**src/rtl/dfdt_pkg.sv**
```systemverilog
// ----------------------------------------------------------------------------
// Dataflow depth tracker package
// Field widths, stream packing positions and shared types.
// ----------------------------------------------------------------------------
`default_nettype none

package dfdt_pkg;

    localparam int REG_W   = 5;
    localparam int OP_W    = 3;
    localparam int IDX_W   = 12;
    localparam int DEP_W   = 13;
    localparam int DEPTH_W = 20;
    localparam int LAT_W   = 8;
    localparam int CFG_IDX_W = 3;

    localparam int IN_TDATA_W  = 24;
    localparam int OUT_TDATA_W = 80;

    localparam int IN_OP_LSB   = 0;
    localparam int IN_DST_LSB  = IN_OP_LSB + OP_W;
    localparam int IN_SA_LSB   = IN_DST_LSB + REG_W;
    localparam int IN_SB_LSB   = IN_SA_LSB + REG_W;
    localparam int IN_USED_W   = IN_SB_LSB + REG_W;

    localparam int OUT_IDX_LSB   = 0;
    localparam int OUT_DA_LSB    = OUT_IDX_LSB + IDX_W;
    localparam int OUT_DB_LSB    = OUT_DA_LSB + DEP_W;
    localparam int OUT_DEPTH_LSB = OUT_DB_LSB + DEP_W;
    localparam int OUT_PROG_LSB  = OUT_DEPTH_LSB + DEPTH_W;
    localparam int OUT_USED_W    = OUT_PROG_LSB + DEPTH_W;

    localparam logic [DEPTH_W-1:0] DEPTH_MAX = '1;
    localparam logic [DEP_W-1:0]   DEP_ENTRY = '1;
    localparam logic [LAT_W-1:0]   LAT_RESET = LAT_W'(1);

    typedef struct packed {
        logic [IDX_W-1:0]   index;
        logic [DEPTH_W-1:0] finish;
    } entry_t;

    typedef struct packed {
        logic             en;
        logic             clear;
        logic [REG_W-1:0] dest;
        entry_t           data;
    } tbl_wr_t;

    typedef struct packed {
        logic             first;
        logic [OP_W-1:0]  opcode;
        logic [REG_W-1:0] dest;
        logic [REG_W-1:0] src_a;
        logic [REG_W-1:0] src_b;
    } in_item_t;

endpackage

`default_nettype wire

```
**src/rtl/dataflow_depth_tracker.sv**
```systemverilog
// ----------------------------------------------------------------------------
// Dataflow depth tracker
// Critical-path analysis of a streamed instruction trace.
// ----------------------------------------------------------------------------
// The tracker takes one instruction per clock while the output is not stalled
// and returns one result per instruction: the source lookups are read from the
// last-writer memory into the read registers as the request is taken, and the
// depth, latency add and program maximum are then formed from them into the
// output register. A back-to-back dependency on the previous instruction is
// served by a bypass into the read registers. The first_of_program flag
// clears the register tables as its instruction advances. The user writes the
// latency registers via the configuration port while idle; not enforced here.
// ----------------------------------------------------------------------------
`default_nettype none

module dataflow_depth_tracker #(
    parameter int NUM_REGS    = 32,
    parameter int MAX_INSTS   = 4096,
    parameter int NUM_OPCODES = 8
) (
    input  wire logic                                clk,
    input  wire logic                                rst_n,
    input  wire logic                                s_axis_tvalid,
    output logic                                     s_axis_tready,
    // opcode, dest_reg, source_a, source_b, zero fill
    input  wire logic [dfdt_pkg::IN_TDATA_W-1:0]     s_axis_tdata,
    // first_of_program
    input  wire logic                                s_axis_tuser,
    output logic                                     m_axis_tvalid,
    input  wire logic                                m_axis_tready,
    // inst_index, dep_a, dep_b, inst_depth, prog_depth, zero fill
    output logic [dfdt_pkg::OUT_TDATA_W-1:0]         m_axis_tdata,
    // overflow
    output logic                                     m_axis_tuser,
    input  wire logic                                cfg_we,
    input  wire logic [dfdt_pkg::CFG_IDX_W-1:0]      cfg_index,
    input  wire logic [dfdt_pkg::LAT_W-1:0]          cfg_data
);

    localparam int CNT_W = $clog2(MAX_INSTS + 1);
    localparam int LAT_AW = (NUM_OPCODES > 1) ? $clog2(NUM_OPCODES) : 1;

    logic [dfdt_pkg::LAT_W-1:0] lat_reg [NUM_OPCODES];

    logic                s1_valid_reg;
    dfdt_pkg::in_item_t  s1_item_reg;
    logic [CNT_W-1:0]    cnt_reg;
    logic [CNT_W-1:0]    cnt_next;
    logic [dfdt_pkg::DEPTH_W-1:0] pd_reg;
    logic [dfdt_pkg::DEPTH_W-1:0] pd_next;

    logic                              out_valid_reg;
    logic [dfdt_pkg::OUT_TDATA_W-1:0]  out_data_reg;
    logic [dfdt_pkg::OUT_TDATA_W-1:0]  out_data_next;
    logic                              out_ovf_reg;

    dfdt_pkg::in_item_t in_item;
    dfdt_pkg::tbl_wr_t  wr;
    dfdt_pkg::entry_t   rd_a, rd_b;
    logic               hit_a, hit_b;
    logic               accept, s1_adv;

    logic [CNT_W-1:0]             eff_cnt;
    logic [16:0]                  cnt_w;
    logic [dfdt_pkg::DEPTH_W-1:0] eff_pd, ta, tb, depth, finish, new_pd;
    logic [dfdt_pkg::DEPTH_W:0]   sum;
    logic [dfdt_pkg::LAT_W-1:0]   lat;
    logic [dfdt_pkg::DEP_W-1:0]   da, db;
    logic [dfdt_pkg::IDX_W-1:0]   idx;
    logic                         ovf;

    assign in_item.first  = s_axis_tuser;
    assign in_item.opcode = s_axis_tdata[dfdt_pkg::IN_OP_LSB +: dfdt_pkg::OP_W];
    assign in_item.dest   = s_axis_tdata[dfdt_pkg::IN_DST_LSB +: dfdt_pkg::REG_W];
    assign in_item.src_a  = s_axis_tdata[dfdt_pkg::IN_SA_LSB +: dfdt_pkg::REG_W];
    assign in_item.src_b  = s_axis_tdata[dfdt_pkg::IN_SB_LSB +: dfdt_pkg::REG_W];

    assign s1_adv        = s1_valid_reg && (!out_valid_reg || m_axis_tready);
    assign s_axis_tready = !s1_valid_reg || s1_adv;
    assign accept        = s_axis_tvalid && s_axis_tready;

    always_ff @(posedge clk or negedge rst_n)
    begin
        if (!rst_n)
        begin
            for (int i = 0; i < NUM_OPCODES; i++)
            begin
                lat_reg[i] <= dfdt_pkg::LAT_RESET;
            end
        end
        else if (cfg_we && (32'(cfg_index) < 32'(NUM_OPCODES)))
        begin
            lat_reg[cfg_index[LAT_AW-1:0]] <= cfg_data;
        end
    end

    always_comb
    begin
        eff_cnt = s1_item_reg.first ? '0 : cnt_reg;
        eff_pd  = s1_item_reg.first ? '0 : pd_reg;
        cnt_w   = 17'(eff_cnt);
        idx     = cnt_w[dfdt_pkg::IDX_W-1:0];
        ovf     = 32'(eff_cnt) >= 32'(MAX_INSTS);

        ta = hit_a ? rd_a.finish : '0;
        tb = hit_b ? rd_b.finish : '0;
        da = hit_a ? {1'b0, rd_a.index} : dfdt_pkg::DEP_ENTRY;
        db = hit_b ? {1'b0, rd_b.index} : dfdt_pkg::DEP_ENTRY;
        depth = (ta >= tb) ? ta : tb;

        lat = (32'(s1_item_reg.opcode) < 32'(NUM_OPCODES))
            ? lat_reg[s1_item_reg.opcode[LAT_AW-1:0]] : '0;
        sum    = {1'b0, depth} + (dfdt_pkg::DEPTH_W + 1)'(lat);
        finish = sum[dfdt_pkg::DEPTH_W] ? dfdt_pkg::DEPTH_MAX : sum[dfdt_pkg::DEPTH_W-1:0];
        new_pd = (finish > eff_pd) ? finish : eff_pd;

        cnt_next = ovf ? eff_cnt : eff_cnt + CNT_W'(1);
        pd_next  = ovf ? eff_pd : new_pd;

        wr.en          = s1_adv && !ovf;
        wr.clear       = s1_adv && s1_item_reg.first;
        wr.dest        = s1_item_reg.dest;
        wr.data.index  = idx;
        wr.data.finish = finish;

        out_data_next = '0;
        out_data_next[dfdt_pkg::OUT_PROG_LSB +: dfdt_pkg::DEPTH_W] = pd_next;
        if (!ovf)
        begin
            out_data_next[dfdt_pkg::OUT_IDX_LSB +: dfdt_pkg::IDX_W]     = idx;
            out_data_next[dfdt_pkg::OUT_DA_LSB +: dfdt_pkg::DEP_W]      = da;
            out_data_next[dfdt_pkg::OUT_DB_LSB +: dfdt_pkg::DEP_W]      = db;
            out_data_next[dfdt_pkg::OUT_DEPTH_LSB +: dfdt_pkg::DEPTH_W] = depth;
        end
    end

    dfdt_reg_table #(
        .NUM_REGS (NUM_REGS)
    ) u_table (
        .clk      (clk),
        .rst_n    (rst_n),
        .rd_en    (accept),
        .rd_src_a (in_item.src_a),
        .rd_src_b (in_item.src_b),
        .lk_first (s1_item_reg.first),
        .lk_src_a (s1_item_reg.src_a),
        .lk_src_b (s1_item_reg.src_b),
        .wr       (wr),
        .rd_a     (rd_a),
        .rd_b     (rd_b),
        .hit_a    (hit_a),
        .hit_b    (hit_b)
    );

    always_ff @(posedge clk or negedge rst_n)
    begin
        if (!rst_n)
        begin
            s1_valid_reg  <= 1'b0;
            out_valid_reg <= 1'b0;
            cnt_reg       <= '0;
            pd_reg        <= '0;
        end
        else
        begin
            if (accept)
            begin
                s1_valid_reg <= 1'b1;
            end
            else if (s1_adv)
            begin
                s1_valid_reg <= 1'b0;
            end
            if (s1_adv)
            begin
                out_valid_reg <= 1'b1;
                cnt_reg       <= cnt_next;
                pd_reg        <= pd_next;
            end
            else if (m_axis_tready)
            begin
                out_valid_reg <= 1'b0;
            end
        end
    end

    always_ff @(posedge clk)
    begin
        if (accept)
        begin
            s1_item_reg <= in_item;
        end
        if (s1_adv)
        begin
            out_data_reg <= out_data_next;
            out_ovf_reg  <= ovf;
        end
    end

    assign m_axis_tvalid = out_valid_reg;
    assign m_axis_tdata  = out_data_reg;
    assign m_axis_tuser  = out_ovf_reg;

endmodule

`default_nettype wire

```
**src/rtl/dfdt_reg_table.sv**
```systemverilog
// ----------------------------------------------------------------------------
// Dataflow depth tracker register table
// Last-writer memory with two registered read ports, write bypass and
// per-register valid bits that a new program clears at once.
// ----------------------------------------------------------------------------
`default_nettype none

module dfdt_reg_table #(
    parameter int NUM_REGS = 32
) (
    input  wire logic                      clk,
    input  wire logic                      rst_n,
    input  wire logic                      rd_en,
    input  wire logic [dfdt_pkg::REG_W-1:0] rd_src_a,
    input  wire logic [dfdt_pkg::REG_W-1:0] rd_src_b,
    input  wire logic                      lk_first,
    input  wire logic [dfdt_pkg::REG_W-1:0] lk_src_a,
    input  wire logic [dfdt_pkg::REG_W-1:0] lk_src_b,
    input  wire dfdt_pkg::tbl_wr_t         wr,
    output dfdt_pkg::entry_t               rd_a,
    output dfdt_pkg::entry_t               rd_b,
    output logic                           hit_a,
    output logic                           hit_b
);

    localparam int AW = (NUM_REGS > 1) ? $clog2(NUM_REGS) : 1;

    dfdt_pkg::entry_t mem [NUM_REGS];
    dfdt_pkg::entry_t rd_a_reg;
    dfdt_pkg::entry_t rd_b_reg;
    logic [NUM_REGS-1:0] valid_reg;
    logic [NUM_REGS-1:0] valid_next;

    logic [8:0]    wr_w, rda_w, rdb_w, lka_w, lkb_w;
    logic          wr_ok, lka_ok, lkb_ok;
    logic          fwd_a, fwd_b;
    logic [AW-1:0] wr_addr, rda_addr, rdb_addr, lka_addr, lkb_addr;

    always_comb
    begin
        wr_w  = 9'(wr.dest);
        rda_w = 9'(rd_src_a);
        rdb_w = 9'(rd_src_b);
        lka_w = 9'(lk_src_a);
        lkb_w = 9'(lk_src_b);
        wr_addr  = wr_w[AW-1:0];
        rda_addr = rda_w[AW-1:0];
        rdb_addr = rdb_w[AW-1:0];
        lka_addr = lka_w[AW-1:0];
        lkb_addr = lkb_w[AW-1:0];
        wr_ok  = wr.en && (wr_w < 9'(NUM_REGS));
        lka_ok = lka_w < 9'(NUM_REGS);
        lkb_ok = lkb_w < 9'(NUM_REGS);
        fwd_a  = wr_ok && (rd_src_a == wr.dest);
        fwd_b  = wr_ok && (rd_src_b == wr.dest);
    end

    always_ff @(posedge clk)
    begin
        if (wr_ok)
        begin
            mem[wr_addr] <= wr.data;
        end
        if (rd_en)
        begin
            rd_a_reg <= fwd_a ? wr.data : mem[rda_addr];
            rd_b_reg <= fwd_b ? wr.data : mem[rdb_addr];
        end
    end

    always_comb
    begin
        valid_next = valid_reg;
        if (wr.clear)
        begin
            valid_next = '0;
        end
        if (wr_ok)
        begin
            valid_next[wr_addr] = 1'b1;
        end
    end

    always_ff @(posedge clk or negedge rst_n)
    begin
        if (!rst_n)
        begin
            valid_reg <= '0;
        end
        else
        begin
            valid_reg <= valid_next;
        end
    end

    assign rd_a  = rd_a_reg;
    assign rd_b  = rd_b_reg;
    assign hit_a = !lk_first && lka_ok && valid_reg[lka_addr];
    assign hit_b = !lk_first && lkb_ok && valid_reg[lkb_addr];

endmodule

`default_nettype wire

```
**config.mk**
```make
export PLATFORM = sky130hd
export DESIGN_NAME = dataflow_depth_tracker
export DESIGN_NICKNAME = d
export VERILOG_FILES = /design/src/rtl/dfdt_pkg.sv /design/src/rtl/dataflow_depth_tracker.sv /design/src/rtl/dfdt_reg_table.sv
export SDC_FILE = /design/constraint.sdc
export NUM_CORES = 2
export LEC_CHECK = 0
export BUFFER_PORTS_ARGS = -buffer_cell sky130_fd_sc_hd__buf_2
export CAP_MARGIN = 15
export CORE_AREA = 2 2 504 506
export CTS_CLUSTER_SIZE = 24
export DETAILED_ROUTE_END_ITERATION = 10
export DIE_AREA = 0 0 506 508
export PLACE_DENSITY_LB_ADDON = 0.1
export SYNTH_ARGS = -nofsm -noshare
export SYNTH_HDL_FRONTEND = slang
export SYNTH_HIERARCHICAL = 1
export SYNTH_SLANG_ARGS = --single-unit
```
**constraint.sdc**
```tcl
create_clock -name clk -period 9.9 [get_ports clk]
set_input_delay 0.495 -clock clk [delete_from_list [all_inputs] [get_ports clk]]
set_output_delay 0.495 -clock clk [all_outputs]
set_load 0.03 [all_outputs]
```
==> key figures <==
Status
  – Status: complete, no violations

Synthesis
  – Mapped cell area: 62700 um2
  – Main area contributors after synthesis: edfxtp_1 57%, mux4_2 12%, mux2i_1 7.6%, dfrtp_1 4.9%, mux2_2 2.0%
  – Number of synthesized flops with an enable pin: 1186
  – Register area share after synthesis: 0.621
  – #FFs+latches synth: 1317
  – Top-count cell post-synth: edfxtp_1
  – Async S/R FF share, synth: 0.0995
  – Avg Cell Area, Syn: 16.0 um2
  – Dominant cell type by area after synthesis: edfxtp_1
  – Most used DFF post-synth: edfxtp_1
  – Synth top area share: 0.568
  – Top cells by count, synth: 1186 x edfxtp_1, 476 x mux2i_1, 331 x mux4_2
  – Cells after Synth: 3926
  – Count of synthesis-stage warnings from yosys: 6
  – Synth unique cells: 73

Detailed routing
  – Router iterations before antenna repair: 5
  – Routed Antenna Nets: 0
  – Initial DRC Count: 3633
  – Vias/cell: 5.04
  – Per-cell routed wire length: 31.5 um
  – Residual DRC: 0
  – Routed vias: 38169
  – Post-Route WL: 239 mm

Setup path
  – Slack of the worst reg-to-reg path: 0.85 ns
  – CP max stage delay: 0.67 ns
  – CP max-delay cell: nor3_2
  – Worst r2r src: s1_item_reg[0]
  – Worst R2R Path Depth: 35
  – CP max FO: 35
  – Worst R2R End: pd_reg[18]
  – Worst setup path class: flop to flop
  – Crit. End Element: flop
  – Worst EP arrival: 9.73 ns
  – CP most frequent cell: buf_4
  – Critical Path RT: 10.58 ns
  – Crit start category: flop

Timing
  – RSZ-0062 raised after global routing: no
  – Setup Skew: 0.0426 ns
  – F_max: 110 MHz
  – Slew Viols, Final: 0
  – Final Hold Fails: 0
  – Final setup vio count: 0
  – Tightest Pin Transition: 1.21 ns
  – Final period util: 0.915
  – Final Critical Period: 9.05 ns
  – Final TNS setup: 0 ns
  – Slew headroom: 0.185

Clocking
  – CTS tree: built
  – H-tree depth: 4
  – Longest Clk Path Bufs: 3
  – Sink Count: 1317
  – Post-CTS Resized: 0
  – Root Driver: clkbuf_16
  – CTS Buf Count: 161
  – Post-CTS Setup Inserts: 0
  – Clock latency on the worst-skew pair: 0.81 ns
  – Worst-path clk slew: 0.06 ns

Floorplan
  – I/O Pins: 124
  – Full die area: 257000 um2
  – Row cnt: 185
  – Die Height: 508 um
  – Die X: 506 um
  – Starting density of the core: 0.248
  – Core Region: 252000 um2

Power and ir drop
  – Max VDD drop: 0.149 mV
  – Power Density: 205 nW/um2
  – Part of the power in the clock network: 0.398
  – Lkg Pwr: 25.1 nW
  – Power Internal: 10.8 mW
  – Combinational fraction of design power: 0.153
  – Net Switching: 4.14 mW
  – Switch share: 0.276
  – Sequential Power Share: 0.449

Finish
  – Nets: 4171
  – Layout cell share with drive strength beyond 1: 0.252
  – Filler cells: 25232
  – Final Util: 0.290
  – Synthesis-to-layout area growth: 16.6%
  – Max reg flops: 1024

Place
  – Final HPWL DP: 139 mm
  – GP Congestion: 0.764
  – PortBufs: 115

Min path
  – Hold Crit Depth: 2
  – Worst Hold Launch: cfg_data[2]
  – Hold Crit Class: input pin to flop
  – WHS Endpoint: lat_reg[10]

GRT
  – First-pass GRT wire length: 328 mm
  – Initial antenna violation count: 17
  – Vias in the first global route: 38890
  – GRT Total Usage: 0.183
  – GRT overflow: 0
  – Largest net degree at the start of global routing: 89

Run
  – Max_cap viols: 0
-- worst max-delay path: cells and delay by family, from the launching register on --
family          cells  cell delay, ns
mux                 3            1.01
flops               1            0.61
compound gates     11            2.62
buf+inv             6            1.43
fa+ha+maj           3            0.95
simple gates       12            2.27
-- worst max-delay path by stage --
stage                         startpoint               end  slack, ns  cells past startpoint
after CTS                 s1_item_reg[0]        pd_reg[14]       0.70                     34
after global routing      s1_item_reg[0]        pd_reg[14]       0.06                     34
after floorplan           s1_item_reg[0]  m_axis_tdata[74]       0.77                     35
after global placement    s1_item_reg[0]        pd_reg[14]       0.64                     34
after detailed placement  s1_item_reg[0]        pd_reg[14]       0.75                     34
final                     s1_item_reg[0]        pd_reg[18]       0.85                     35
-- cells by family (layout without fill, tap and decap cells) --
logic type      Yosys count  after routing  synth area share
fa+ha+maj                51             51            0.0103
flops                  1317           1317             0.621
compound gates          552            552            0.0655
simple gates            664            664            0.0510
xor+xnor                 34             34           0.00475
other cells               1              7         0.0000598
mux                     922            922             0.217
buf+inv                 385            667            0.0305
-- placed cells by master (no fill, tap or decap), types with 88 or more instances in the layout --
cell type	count
nand2_1	224
mux2i_1	474
inv_1	88
buf_2	107
edfxtp_1	1186
clkbuf_16	168
dfrtp_1	123
buf_4	145
nor2_1	111
a22oi_1	138
mux2_2	109
mux4_2	331
-- metal layers --
layer,share of wire,track usage
met3,0.046,0.0206
met2,0.47,0.295
met4,0.020,0.0403
met1,0.47,0.264
met5,0,0
-- power groups by stage --
| stage | clock network, mW | logic [mW] | registers, mW |
|---|---|---|---|
| 6_report | 5.96 | 2.29 | 6.72 |
| 5_1_grt | 6.34 | 2.47 | 6.74 |
| 4_1_cts | 6.13 | 2.32 | 6.72 |
| 3_5_place_dp | 0 | 2.32 | 6.84 |
| 3_3_place_gp | 0 | 2.32 | 6.83 |
| 2_1_floorplan | 0 | 1.29 | 6.91 |
-- metrics by stage --
stage                     cells  instance area, um2  hold slack (ns)  power [mW]  setup slack, ns
after global placement     7264               67600            0.471        9.15            0.643
final                      7580               73100           0.0644        15.0            0.846
after floorplan            3927               62700            0.199        8.19            0.769
after detailed placement   7264               67600            0.487        9.15            0.751
after CTS                  7575               73000          0.00132        15.2            0.701
after global routing       7576               73000           0.0202        15.6           0.0626
-- area by class of cell --
cell class	instances	area, um2	area share
Sequential cell	1317	38900	0.533
Multi-Input combinational cell	2225	22300	0.305
Clock buffer	211	4410	0.0603
Tap cell	3366	4210	0.0577
Timing Repair Buffer	283	2020	0.0276
Clock inverter	82	856	0.0117
Inverter	91	345	0.00473
Antenna cell	5	12.5	0.000171
-- timing repair --
action | 4_1_cts | 5_1_grt
endpoints found under the hold margin | 109 | 0
endpoints found under the setup margin | 0 | 0
hold buffers | 18 | 0
Power figures use the tool's default switching activity.
